--- config.mk ---
export PLATFORM = sky130hd
export DESIGN_NAME = pbrs_column_cell
export DESIGN_NICKNAME = d
export VERILOG_FILES = /design/src/pbrs_pkg.sv /design/src/pbrs_column_cell.sv
export SDC_FILE = /design/constraint.sdc
export NUM_CORES = 1
export LEC_CHECK = 0
export BUFFER_PORTS_ARGS = -buffer_cell sky130_fd_sc_hd__buf_2
export CORE_AREA = 2 2 39 41
export CTS_BUF_LIST = sky130_fd_sc_hd__clkbuf_16
export DETAILED_ROUTE_END_ITERATION = 10
export DIE_AREA = 0 0 41 43
export PLACE_DENSITY = 0.5
export SLEW_MARGIN = 10
export SYNTH_ARGS = -nofsm -noshare
export SYNTH_HDL_FRONTEND = slang
export SYNTH_SLANG_ARGS = --single-unit
--- constraint.sdc ---
create_clock -name clock -period 0.81 [get_ports clock]
set_input_delay 0.081 -clock clock [delete_from_list [all_inputs] [get_ports clock]]
set_output_delay 0.081 -clock clock [all_outputs]
set_load 0.03 [all_outputs]
--- src/pbrs_pkg.sv ---
// shared constants, register codes and helpers for the pulse baseline removal scroller
package pbrs_pkg;

   localparam int unsigned WINDOW_LEN_DEFAULT = 256;
   localparam int unsigned COLUMNS_DEFAULT    = 8;

   localparam int unsigned SAMPLE_W = 12;
   localparam int unsigned VALUE_W  = 16;
   localparam int unsigned ALPHA_W  = 17;
   localparam int unsigned LIMIT_W  = 8;
   localparam int unsigned NORM_W   = 17;
   localparam int unsigned LEVEL_W  = 5;
   localparam int unsigned COL_W    = 8;
   localparam int unsigned ADDR_W   = 3;
   localparam int unsigned DATA_W   = 32;

   localparam logic [ALPHA_W-1:0] ALPHA_RESET = 17'd13107;
   localparam logic [ALPHA_W-1:0] ALPHA_ONE   = 17'd65536;
   localparam logic [LIMIT_W-1:0] LIMIT_RESET = 8'd20;

   typedef enum logic {
      REG_ALPHA = 1'b0,
      REG_LIMIT = 1'b1
   } csr_reg_type;

   // one-hot column byte, empty for negative levels, top bit for eight and above
   function automatic logic [COL_W-1:0] column_byte(input logic signed [LEVEL_W-1:0] lvl);
      logic [COL_W-1:0] col;
      if (lvl < 0) begin
         col = '0;
      end else if (lvl > 5'sd7) begin
         col = 8'h80;
      end else begin
         col = 8'h01 << lvl[2:0];
      end
      return col;
   endfunction

endpackage

--- src/pbrs_column_cell.sv ---
// one column cell of the scrolling display pattern
module pbrs_column_cell import pbrs_pkg::*; (
   input  logic             clock,
   input  logic             reset,
   input  logic             enable,
   input  logic [COL_W-1:0] col_in,
   output logic [COL_W-1:0] col_out
);

   logic [COL_W-1:0] col_ff;

   always_ff @(posedge clock) begin
      if (reset) begin
         col_ff <= '0;
      end else if (enable) begin
         col_ff <= col_in;
      end
   end

   assign col_out = col_ff;

endmodule

==> run summary <==
yosys warns - 0
post-synth top area share - 0.561
Remaining DRCs - 0
Syn Inst Count - 26
setup violators final - 0
wire length per cell - 9.54 µm
clock skew - 0 ns
TritonRoute pass-1 iters - 2
latest clock arrival within the worst-skew pair - 0.23 ns
Largest stage delay, worst path - 0.32 ns
crit path max fanout - 2
Post-synth top flop - dfxtp_1
RSZ-0062 raised after global routing - no
All-Layer GR Usage - 0.0806
Critical Path Slowest Stage Cell - dfxtp_1
number of flops mapped to enable cells by yosys - 0
global route total overflow - 0
share of layout cells above drive strength 1 - 0.511
top cells by count, synth - 8 x dfxtp_1, 8 x mux2i_1, 8 x nor2_1
Avg Cell Area, Syn - 11.0 µm²
Post-CTS Setup Inserts - 0
flops & latches, synth - 8
Startpoint Class - register
CP Data Arrival Time - 0.71 ns
Clock Path Buffers - 2
Power per Cell Area - 2820 nW/µm²
Starting Density - 0.206
Num CTS Buffers - 3
CTS tree - done
share of flip-flops with an asynchronous set or reset - 0
worst vdd ir - 1310 µV
CP Capture Type - primary output
Slew HR - 0.847
Seq/Total Area, Yosys - 0.561
antenna violations before repair - 0
crit-path cells - buf_4
final WL - 582 µm
Layout Utilization - 0.359
CTS Root Cell - clkbuf_16
Routed Antenna Nets - 0
syn nets - 37
top achievable clock speed - 1260 MHz
max-cap violations - 0
DR vias - 228
final hold violation count - 0
row cnt - 14
Die Ht - 43 µm
Synth area leaders - dfxtp_1 56%, mux2i_1 28%, nor2_1 11%
worst slew pin tran - 0.230 ns
Area Growth Syn to Fin - 74.1%
Critical Setup Path Class - reg -> out
worst path required time - 0.73 ns
Post-layout nets - 58
CTS Sinks - 8
Top Family by Delay on Critical Path - flip-flops
final setup TNS - 0 ns
vias in the first global route - 226
Distinct cells, synth - 5
hold_buf cts - 0
post-DP HPWL - 447 µm
Antenna Cells - 0
Final Max Tran Viols - 0
hold crit path type - in -> reg
routed vias/inst - 3.74
Core ar. - 1380 µm²
htree depth - 1
Filler cells - 142
die area - 1760 µm²
fin crit share - 0.976
status - finished clean
Routability Congestion - 0.545
Static Leakage - 0.251 nW
die width - 41 µm
Crit path buffers/inverters - 1
top-level I/O count - 19
Mapped Area - 285 µm²
Worst-path clk slew - 0.03 ns
Largest register FFs - 8
first-pass GRT wire length - 883 µm
largest net degree at the start of global routing - 9
First DRT Iteration DRCs - 5
leading area contributor after synthesis - dfxtp_1
PortBufs - 18
Min Clock Period, post-route - 0.791 ns
stage by stage:
| step | area [µm²] | hold WS (ns) | setup slack (ns) | instances | power (W) |
|---|---|---|---|---|---|
| after floorplan | 285 | 0.228 | 0.0807 | 26 | 0.000533 |
| after detailed placement | 380 | 0.331 | 0.0941 | 58 | 0.000581 |
| final | 497 | 0.0947 | 0.0191 | 61 | 0.00140 |
| after CTS | 475 | 0.0981 | 0.00988 | 61 | 0.00141 |
| after global routing | 497 | 0.110 | 0.00266 | 61 | 0.00145 |
| after global placement | 380 | 0.319 | 0.116 | 58 | 0.000579 |
cells by family after synthesis:
logic type    count (synthesis)  synth area share
flops                         8             0.561
buf+inv                       2            0.0526
simple gates                  8             0.105
mux                           8             0.281
layer usage:
metal / up-vias / GRT usage / routed length [µm]
met4: 0 / 0.0400 / 0
met1: 93 / 0.0942 / 253
met2: 13 / 0.103 / 267
met3: 0 / 0.0628 / 61
met5: - / 0 / 0
li1: 122 / - / -
report_power, final:
part | leakage (nW) | internal [W] | switching (W)
Clock | 0.0370 | 0.000634 | 0.000165
Combinational | 0.147 | 0.0000767 | 0.0000877
Sequential | 0.0668 | 0.000421 | 0.0000138
what timing repair did:
action,in CTS,in global routing
resized for setup,8,7
pin swaps,0,0
setup endpoints to repair,8,5
path summary, 6_finish.rpt:
kind	slack, ns	start	end	depth (start not counted)
worst min-delay path	0.09	col_in[1]	col_out[1]	3
worst max register to register	0.19	col_out[2]	col_out[2]	2
worst min register to register	0.49	col_out[1]	col_out[1]	2
worst max-delay path	0.02	col_out[3]	col_out[3]	1
cells in the final DEF, fill, tap and decap left out:
cell / n
clkbuf_16: 3
buf_4: 3
buf_2: 10
dfxtp_1: 6
buf_6: 5
dfxtp_2: 2
nor2_1: 8
mux2i_1: 8
area by class of cell:
class                      count  area [µm²]  area share
timing repair buffer          18         129       0.259
sequential                     8         163       0.327
multi-input combinational     16         110       0.222
clock buffer                   3        75.1       0.151
tap                           16        20.0      0.0403
Note: power is estimated with default switching activity, not from simulation.
