--- src/pbrs_pkg.sv ---
// shared constants, register codes and helpers for the pulse baseline removal scroller
package pbrs_pkg;

   localparam int unsigned WINDOW_LEN_DEFAULT = 256;
   localparam int unsigned COLUMNS_DEFAULT    = 8;

   localparam int unsigned SAMPLE_W = 12;
   localparam int unsigned VALUE_W  = 16;
   localparam int unsigned ALPHA_W  = 17;
   localparam int unsigned LIMIT_W  = 8;
   localparam int unsigned NORM_W   = 17;
   localparam int unsigned LEVEL_W  = 5;
   localparam int unsigned COL_W    = 8;
   localparam int unsigned ADDR_W   = 3;
   localparam int unsigned DATA_W   = 32;

   localparam logic [ALPHA_W-1:0] ALPHA_RESET = 17'd13107;
   localparam logic [ALPHA_W-1:0] ALPHA_ONE   = 17'd65536;
   localparam logic [LIMIT_W-1:0] LIMIT_RESET = 8'd20;

   typedef enum logic {
      REG_ALPHA = 1'b0,
      REG_LIMIT = 1'b1
   } csr_reg_type;

   // one-hot column byte, empty for negative levels, top bit for eight and above
   function automatic logic [COL_W-1:0] column_byte(input logic signed [LEVEL_W-1:0] lvl);
      logic [COL_W-1:0] col;
      if (lvl < 0) begin
         col = '0;
      end else if (lvl > 5'sd7) begin
         col = 8'h80;
      end else begin
         col = 8'h01 << lvl[2:0];
      end
      return col;
   endfunction

endpackage

--- src/pbrs_delay_cell.sv ---
// one sample cell of the baseline window delay line
module pbrs_delay_cell import pbrs_pkg::*; #(
   parameter int unsigned WIDTH = VALUE_W
) (
   input  logic             clock,
   input  logic             enable,
   input  logic [WIDTH-1:0] data_in,
   output logic [WIDTH-1:0] data_out
);

   logic [WIDTH-1:0] data_ff;
   logic [WIDTH-1:0] data_in_sel;

   assign data_in_sel = enable ? data_in : data_ff;

   always_ff @(posedge clock) begin
      data_ff <= data_in_sel;
   end

   assign data_out = data_ff;

endmodule

--- config.mk ---
export PLATFORM = sky130hd
export DESIGN_NAME = pbrs_delay_cell
export DESIGN_NICKNAME = d
export VERILOG_FILES = /design/src/pbrs_pkg.sv /design/src/pbrs_delay_cell.sv
export SDC_FILE = /design/constraint.sdc
export NUM_CORES = 1
export LEC_CHECK = 0
export ABC_AREA = 1
export BUFFER_PORTS_ARGS = -buffer_cell sky130_fd_sc_hd__buf_2
export CAP_MARGIN = 20
export CORE_AREA = 5 5 50 52
export CTS_CLUSTER_DIAMETER = 30
export DETAILED_ROUTE_END_ITERATION = 12
export DIE_AREA = 0 0 55 57
export HOLD_SLACK_MARGIN = 0.08
export PLACE_DENSITY = 0.58
export SLEW_MARGIN = 20
export SYNTH_ARGS = -nofsm -noshare
export SYNTH_HDL_FRONTEND = slang
export SYNTH_SLANG_ARGS = --single-unit
--- constraint.sdc ---
create_clock -name clock -period 1.29 [get_ports clock]
set_clock_uncertainty 0.15 [all_clocks]
set_input_delay 0.1935 -clock clock [delete_from_list [all_inputs] [get_ports clock]]
set_output_delay 0.1935 -clock clock [all_outputs]
set_load 0.01 [all_outputs]
==> run summary <==
PWR
--------------------------------------------------------------------------------------------------------
Ratio of total power to cell area                                                           1150 nW/um^2
Leakage component of the power                                                                  0.367 nW
Maximum vdd drop                                                                                  555 uV

DIE
--------------------------------------------------------------------------------------------------------
Rows                                                                                                  17
Number of top-level pins                                                                              34
Effective utilization at floorplan                                                                 23.3%
Vertical die dimension                                                                             57 um
Total core area                                                                               2060 sq um
Die Width                                                                                          55 um
Area of the die                                                                               3140 sq um

STA
--------------------------------------------------------------------------------------------------------
Setup Total Neg Slack                                                                               0 ns
Share of the clock period used by the worst path after layout                                      88.5%
Worst hold margin                                                                               0.187 ns
Max-Slew Margin vs Limit                                                                           78.1%
Setup slack after layout                                                                        0.148 ns
Least-Margin Pin Slew                                                                           0.329 ns
Setup repair after global routing missed its margin                                                false
Achievable frequency                                                                           0.876 GHz
Number of max-slew violations in the final report                                                      0
Final hold viol count                                                                                  0
Final number of setup-violating endpoints                                                              0
Crit path time final                                                                             1.14 ns

HOLD PATH
--------------------------------------------------------------------------------------------------------
Endpoint with the worst hold slack                                                           data_out[3]
Hold Crit Start                                                                                   enable
Count of cells along the worst hold path                                                               1
HP Class                                                                                          in2reg

GRT
--------------------------------------------------------------------------------------------------------
Initial antenna violation count                                                                        0
Overall routing resource usage                                                                     7.10%
First-pass GRT wire length                                                                       1550 um
Vias in the first global route                                                                       397
Pin count of the biggest net entering global routing                                                  17
Overflow left after global routing                                                                     0

DRT
--------------------------------------------------------------------------------------------------------
Count of TritonRoute iterations in the first routing pass                                              2
Antenna-violating nets left                                                                            0
Total via count in the routed design                                                                 351
Overall routed net length                                                                        1020 um
DRC violation count after routing                                                                      0
Initial drt markers                                                                                    3
Routed WL per cell                                                                               10.7 um
Via-per-instance ratio                                                                              3.66

SYNTH
--------------------------------------------------------------------------------------------------------
Combined area of all synthesized cells                                                         480 sq um
Synth warn                                                                                             0
Most repeated cell in the gate-level netlist after synthesis                                    edfxtp_1
Synthesized area per cell                                                                     30.0 sq um
Synthesized instance count                                                                            16
Syn nets                                                                                              34
Library cell occupying the most area in the post-synthesis netlist                              edfxtp_1
Fraction of synthesis flops using an asynchronous set or reset pin                                    0%
FF+latch count, synth                                                                                 16
Post-synthesis cell type count                                                                         1
List of most frequent post-synthesis cells                                                      edfxtp_1
Sequential-to-total area share from yosys stat                                                      100%
Share of Yosys cell area claimed by the top area cell type                                          100%
Number of flops mapped to enable cells by yosys                                                       16
Largest cells by area after synthesis                                                           edfxtp_1
Dominant synthesized flop cell                                                                  edfxtp_1

FINAL LAYOUT
--------------------------------------------------------------------------------------------------------
Area of the multi-input gates                                                                    0 sq um
Synthesis-to-finish area growth                                                                    79.7%
Antenna Cells                                                                                          0
Post-layout utilization of the core                                                                41.8%
Final Non-Filler Cells                                                                                96
Fraction of final layout cells with drive strength greater than 1                                  52.9%
Multi-input logic cell count                                                                           0
Layout Nets                                                                                           88
Max FFs per register                                                                                  16

CLOCK NETWORK
--------------------------------------------------------------------------------------------------------
Number of buffers inserted to repair setup after CTS                                                   0
Clock buffers created by TritonCTS                                                                     3
Clock sink count                                                                                      16
Maximum level of the CTS H-tree                                                                        1
Count of hold buffers inserted by post-cts repair                                                     16
Maximum clock insertion buffer count                                                                   2
Post-CTS clock slew at the launch and capture registers of the worst setup and hold paths        0.08 ns
Number of gates resized after CTS                                                                      0
CTS tree                                                                                             yes
Buffer type at the clock tree root                                                              clkbuf_4

PLACEMENT
--------------------------------------------------------------------------------------------------------
Gpl congestion                                                                                     0.607
Count of port buffers added during placement                                                          33
Placed Cells                                                                                          77
Post-placement setup slack                                                                      0.298 ns

WORST SETUP PATH
--------------------------------------------------------------------------------------------------------
Element type at the critical path start                                                             flop
Startpoint-to-endpoint class of the critical path                                                reg2out
Top Family by Delay on Critical Path                                                          flip-flops
Slowest Stage Delay on Critical Path                                                             0.38 ns
Arrival time of data at the critical path endpoint                                               0.80 ns
Crit path buffers/inverters                                                                            1
Critical path data required time                                                                 0.95 ns
Kind of end point of the critical path                                                       output port
Highest-delay cell along the critical path                                                      edfxtp_1
Highest fanout seen on the critical path                                                               1
List of cells traversed by the critical path                                                       buf_2

STATUS
--------------------------------------------------------------------------------------------------------
Run status                                                                                  finished clean

JOB
--------------------------------------------------------------------------------------------------------
# Max-Cap Violations                                                                                   0

-- how the worst max path moves through the flow --
stage,start,cells past startpoint,end
floorplan,data_out[0],0,data_out[0]
CTS,data_out[10],1,data_out[10]
global placement,enable,1,data_out[6]
finish,data_out[3],1,data_out[3]
global route,data_out[10],1,data_out[10]
detailed placement,enable,1,data_out[4]
-- layout by cell type, fill, tap and decap left out --
| cell type | count |
|---|---|
| dlygate4sd3_1 | 16 |
| clkbuf_4 | 3 |
| buf_2 | 33 |
| edfxtp_1 | 16 |
-- area by class of cell --
type,instances,area (sq um)
fillers,204,1200
flip-flops and latches,16,480
repair buffers,49,325
well taps,28,35.0
clock buffers,3,22.5
-- logic make-up after synthesis --
kind of cell | Yosys count | synth area share [%]
DFF | 16 | 100
-- where the power goes --
group | internal (mW) | total [mW] | switching [mW] | leakage, nW
Clock | 0.108 | 0.241 | 0.133 | 0.0138
Combinational | 0.0747 | 0.130 | 0.0552 | 0.197
Sequential | 0.617 | 0.626 | 0.00904 | 0.157
-- per-stage QoR --
stage | power, mW | cell area (sq um)
final | 0.996 | 863
after global placement | 0.733 | 681
after floorplan | 0.663 | 480
after detailed placement | 0.734 | 681
after CTS | 1.01 | 863
after global routing | 1.05 | 863
-- per-layer routing --
layer	global-route usage [%]	wire length, um
met1	5.52	299
met2	13.3	583
met3	2.09	119
met4	5.56	21
met5	0	0
(Power assumes the default switching activity.)
