File: src/pbrs_pkg.sv
// shared constants, register codes and helpers for the pulse baseline removal scroller
package pbrs_pkg;

   localparam int unsigned WINDOW_LEN_DEFAULT = 256;
   localparam int unsigned COLUMNS_DEFAULT    = 8;

   localparam int unsigned SAMPLE_W = 12;
   localparam int unsigned VALUE_W  = 16;
   localparam int unsigned ALPHA_W  = 17;
   localparam int unsigned LIMIT_W  = 8;
   localparam int unsigned NORM_W   = 17;
   localparam int unsigned LEVEL_W  = 5;
   localparam int unsigned COL_W    = 8;
   localparam int unsigned ADDR_W   = 3;
   localparam int unsigned DATA_W   = 32;

   localparam logic [ALPHA_W-1:0] ALPHA_RESET = 17'd13107;
   localparam logic [ALPHA_W-1:0] ALPHA_ONE   = 17'd65536;
   localparam logic [LIMIT_W-1:0] LIMIT_RESET = 8'd20;

   typedef enum logic {
      REG_ALPHA = 1'b0,
      REG_LIMIT = 1'b1
   } csr_reg_type;

   // one-hot column byte, empty for negative levels, top bit for eight and above
   function automatic logic [COL_W-1:0] column_byte(input logic signed [LEVEL_W-1:0] lvl);
      logic [COL_W-1:0] col;
      if (lvl < 0) begin
         col = '0;
      end else if (lvl > 5'sd7) begin
         col = 8'h80;
      end else begin
         col = 8'h01 << lvl[2:0];
      end
      return col;
   endfunction

endpackage

File: src/pbrs_divider.sv
// window average: window sum divided by the window length through a reciprocal
module pbrs_divider import pbrs_pkg::*; #(
   parameter int unsigned WINDOW_LEN = WINDOW_LEN_DEFAULT
) (
   input  logic                                  clock,
   input  logic                                  enable,
   input  logic [VALUE_W+$clog2(WINDOW_LEN)-1:0] sum_in,
   output logic [VALUE_W-1:0]                    quotient
);

   localparam int unsigned SUM_W  = VALUE_W + $clog2(WINDOW_LEN);
   localparam int unsigned RLO_W  = (SUM_W + 1) / 2;
   localparam int unsigned RHI_W  = SUM_W - RLO_W;
   localparam int unsigned PLO_W  = SUM_W + RLO_W;
   localparam int unsigned PHI_W  = SUM_W + RHI_W;
   localparam int unsigned TOT_W  = 2 * SUM_W;
   localparam logic [SUM_W-1:0] RECIP = SUM_W'((64'd1 << SUM_W) / WINDOW_LEN);
   localparam logic [RLO_W-1:0] RECIP_LO = RECIP[RLO_W-1:0];
   localparam logic [RHI_W-1:0] RECIP_HI = RECIP[SUM_W-1:RLO_W];
   localparam logic [SUM_W-1:0] DIVISOR  = SUM_W'(WINDOW_LEN);

   logic [SUM_W-1:0]   sum_a_ff;
   logic [PLO_W-1:0]   plo_ff;
   logic [PHI_W-1:0]   phi_ff;
   logic [PLO_W-1:0]   plo_in;
   logic [PHI_W-1:0]   phi_in;
   logic [SUM_W-1:0]   sum_b_ff;
   logic [VALUE_W-1:0] qest_ff;
   logic [TOT_W-1:0]   total;
   logic [VALUE_W-1:0] qest_in;
   logic [SUM_W-1:0]   rem;
   logic [VALUE_W-1:0] quot_ff;
   logic [VALUE_W-1:0] quot_in;

   // partial products of the reciprocal
   assign plo_in = PLO_W'(sum_in) * PLO_W'(RECIP_LO);
   assign phi_in = PHI_W'(sum_in) * PHI_W'(RECIP_HI);

   // estimate is exact or one low
   assign total   = (TOT_W'(phi_ff) << RLO_W) + TOT_W'(plo_ff);
   assign qest_in = total[SUM_W+VALUE_W-1:SUM_W];

   assign rem     = sum_b_ff - SUM_W'(SUM_W'(qest_ff) * DIVISOR);
   assign quot_in = (rem >= DIVISOR) ? qest_ff + 1'b1 : qest_ff;

   always_ff @(posedge clock) begin
      if (enable) begin
         sum_a_ff <= sum_in;
         plo_ff   <= plo_in;
         phi_ff   <= phi_in;
         sum_b_ff <= sum_a_ff;
         qest_ff  <= qest_in;
         quot_ff  <= quot_in;
      end
   end

   assign quotient = quot_ff;

endmodule

File: config.mk
export PLATFORM = sky130hd
export DESIGN_NAME = pbrs_divider
export DESIGN_NICKNAME = d
export VERILOG_FILES = /design/src/pbrs_pkg.sv /design/src/pbrs_divider.sv
export SDC_FILE = /design/constraint.sdc
export NUM_CORES = 1
export LEC_CHECK = 0
export BUFFER_PORTS_ARGS = -buffer_cell sky130_fd_sc_hd__buf_2
export CAP_MARGIN = 10
export CORE_MARGIN = 2
export CORE_UTILIZATION = 50
export DETAILED_ROUTE_END_ITERATION = 7
export PLACE_DENSITY = 0.77
export SLEW_MARGIN = 20
export SYNTH_ARGS = -nofsm -noshare
export SYNTH_HDL_FRONTEND = slang
export SYNTH_SLANG_ARGS = --single-unit
File: constraint.sdc
create_clock -name clock -period 1.67 [get_ports clock]
set_input_delay 0.0835 -clock clock [delete_from_list [all_inputs] [get_ports clock]]
set_output_delay 0.0835 -clock clock [all_outputs]
set_load 0.02 [all_outputs]
==> flow_summary.ini <==
[outcome]
status = finished clean

[yosys]
yosysUniqueCellTypes = 1
yosys_most_used_dff = edfxtp_1
yosysSeqAreaShare_pct = 100
async_flop_share_pct = 0
synth_nets = 74
syn_avg_cell_area_um2 = 30.0
yosys-top-cells-area = edfxtp_1
synthCells = 48
synth_area_um2 = 1440
synth_edf_count = 48
yosys-top-cells-count = edfxtp_1
ys_ff_latch = 48
synth_most_common_cell = edfxtp_1
synth_top_area_share_pct = 100
synth.largest_area_cell = edfxtp_1
yosysWarnings = 0

[timing]
skew_ns = 0.00983
fin_crit_sh_pct = 58.1
finalMaxSlewViolations = 0
finalSetupViolCount = 0
hold_viol = 0
worst_pin_slew_ns = 0.247
period_needed_ns = 0.970
slew_headroom_pct = 83.5
fmax_ghz = 1.03
rsz0062_at_grt = false
setup_tns_ns = 0

[clock_tree]
path_clk_slew_ns = 0.13
ctsRootBufferMaster = clkbuf_4
clock_sinks = 48
cts_resized = 0
htreeDepth = 2
tritoncts = built
ctsLongestPathBuffers = 2
insertion_delay_ns = 0.34
post-cts-setup-buffer-count = 0
numCtsBuffers = 5

[routing]
dr.first_iter.drc_count = 18
drc = 0
viasPerCell = 4.50
routed_wl_mm = 1.76
routedWlPerCell_um = 12.9
firstDrtPassIters = 4
ant_nets = 0
via_count = 617

[global_route]
antenna_found_initial = 0
grt_pass1_vias = 600
track_usage_pct = 12.3
grt_remaining_overflow = 0
grt_first_pass_wirelength_mm = 2.74
grt_max_degree = 49

[setup_path]
timing.critical_path.required_ns = 1.59
r2r-start = sum_b_ff[10]
startpoint_type = flop
r2r_end = quotient[2]
cp_top_family = flip-flops
cpMaxStageDelayCell = edfxtp_1
worstPathCellList = buf_2
max_stage_delay_ns = 0.38
end_kind = output port
path_class = flop to output port
arrival_ns = 0.89
critical_path.max_fanout = 1
crit_buf_inv = 1
r2r_cells = 0
worst-r2r-setup-slack_ns = 1.02

[finish]
drive_gt1_share_pct = 37.7
multi_input_area_um2 = 0
syn_to_final_growth_pct = 31.9
antenna_cells = 0
multi_input_gates = 0
nets = 131

[power_and_ir_drop]
power_density_nw_per_um2 = 1150
total_power_mw = 2.19
leakage_nw = 0.716
peakVddDrop_v = 0.000992

[placement]
port_buffers = 33
place.gp.congestion = 0.585

[die]
core-area_um2 = 2760
die_area_um2 = 3330
dieHeight_um = 57.7
start_util_pct = 52.3
io_pins = 42
die_w_um = 57.7
rows = 19

[run]
drv_cap = 0

[worst_hold_path]
min_path_type = input port to flop
hold_start = enable
hold_depth = 2
min_to = quotient[14]
what timing repair did:
| action | CTS | global route |
|---|---|---|
| hold buffers | 16 | 0 |
| setup endpoints to repair | 0 | 0 |
| endpoints found under the hold margin | 16 | 0 |
routing by layer:
metal / global-route usage (%) / part of all wire (%)
met5: 0 / 0
met4: 8.97 / 1.7
met3: 4.91 / 6.5
met2: 19.6 / 53
met1: 13.1 / 39
flip-flops by register name, summed over array words and instances (netlist names):
register and flops:
sum_b_ff 16, sum_a_ff 16, quotient 16
cell type report:
type,instances,area [um2]
clock inverters,3,37.5
flip-flops and latches,48,1440
fillers,182,857
repair buffers,50,345
clock buffers,5,37.5
well taps,31,38.8
power breakdown:
part | total [mW] | internal [mW] | leakage, nW | switching (mW)
registers | 1.44 | 1.42 | 0.470 | 0.0180
logic | 0.126 | 0.0580 | 0.206 | 0.0678
clock network | 0.624 | 0.306 | 0.0403 | 0.318
total | 2.19 | 1.78 | 0.716 | 0.404
stage by stage:
step	area (um2)	hold WS, ns	instances	worst slack [ns]	util [%]
6_report	1900	0.228	137	0.700	68.9
5_1_grt	1900	0.212	137	0.645	68.9
4_1_cts	1900	0.210	137	0.679	68.9
3_5_place_dp	1670	0.262	113	0.899	60.4
3_3_place_gp	1670	0.260	113	0.918	60.4
2_1_floorplan	1440	0.182	48	1.08	-
cells in the final DEF (no fill, tap or decap), drive strengths merged:
master	count
dlygate4sd3	16
clkinv	2
clkbuf	5
buf	34
edfxtp	48
bufinv	1
logic make-up after synthesis:
logic type	after synthesis	synth area share, %
flip-flops	48	100
how the worst max path moves through the flow:
stage | from | endpoint | cells past startpoint
after global routing | quotient[9] | quotient[9] | 1
after global placement | enable | quotient[9] | 2
after CTS | quotient[9] | quotient[9] | 1
after floorplan | sum_b_ff[8] | quotient[0] | 0
final | quotient[1] | quotient[1] | 1
after detailed placement | enable | quotient[9] | 2
(Power assumes the default switching activity.)
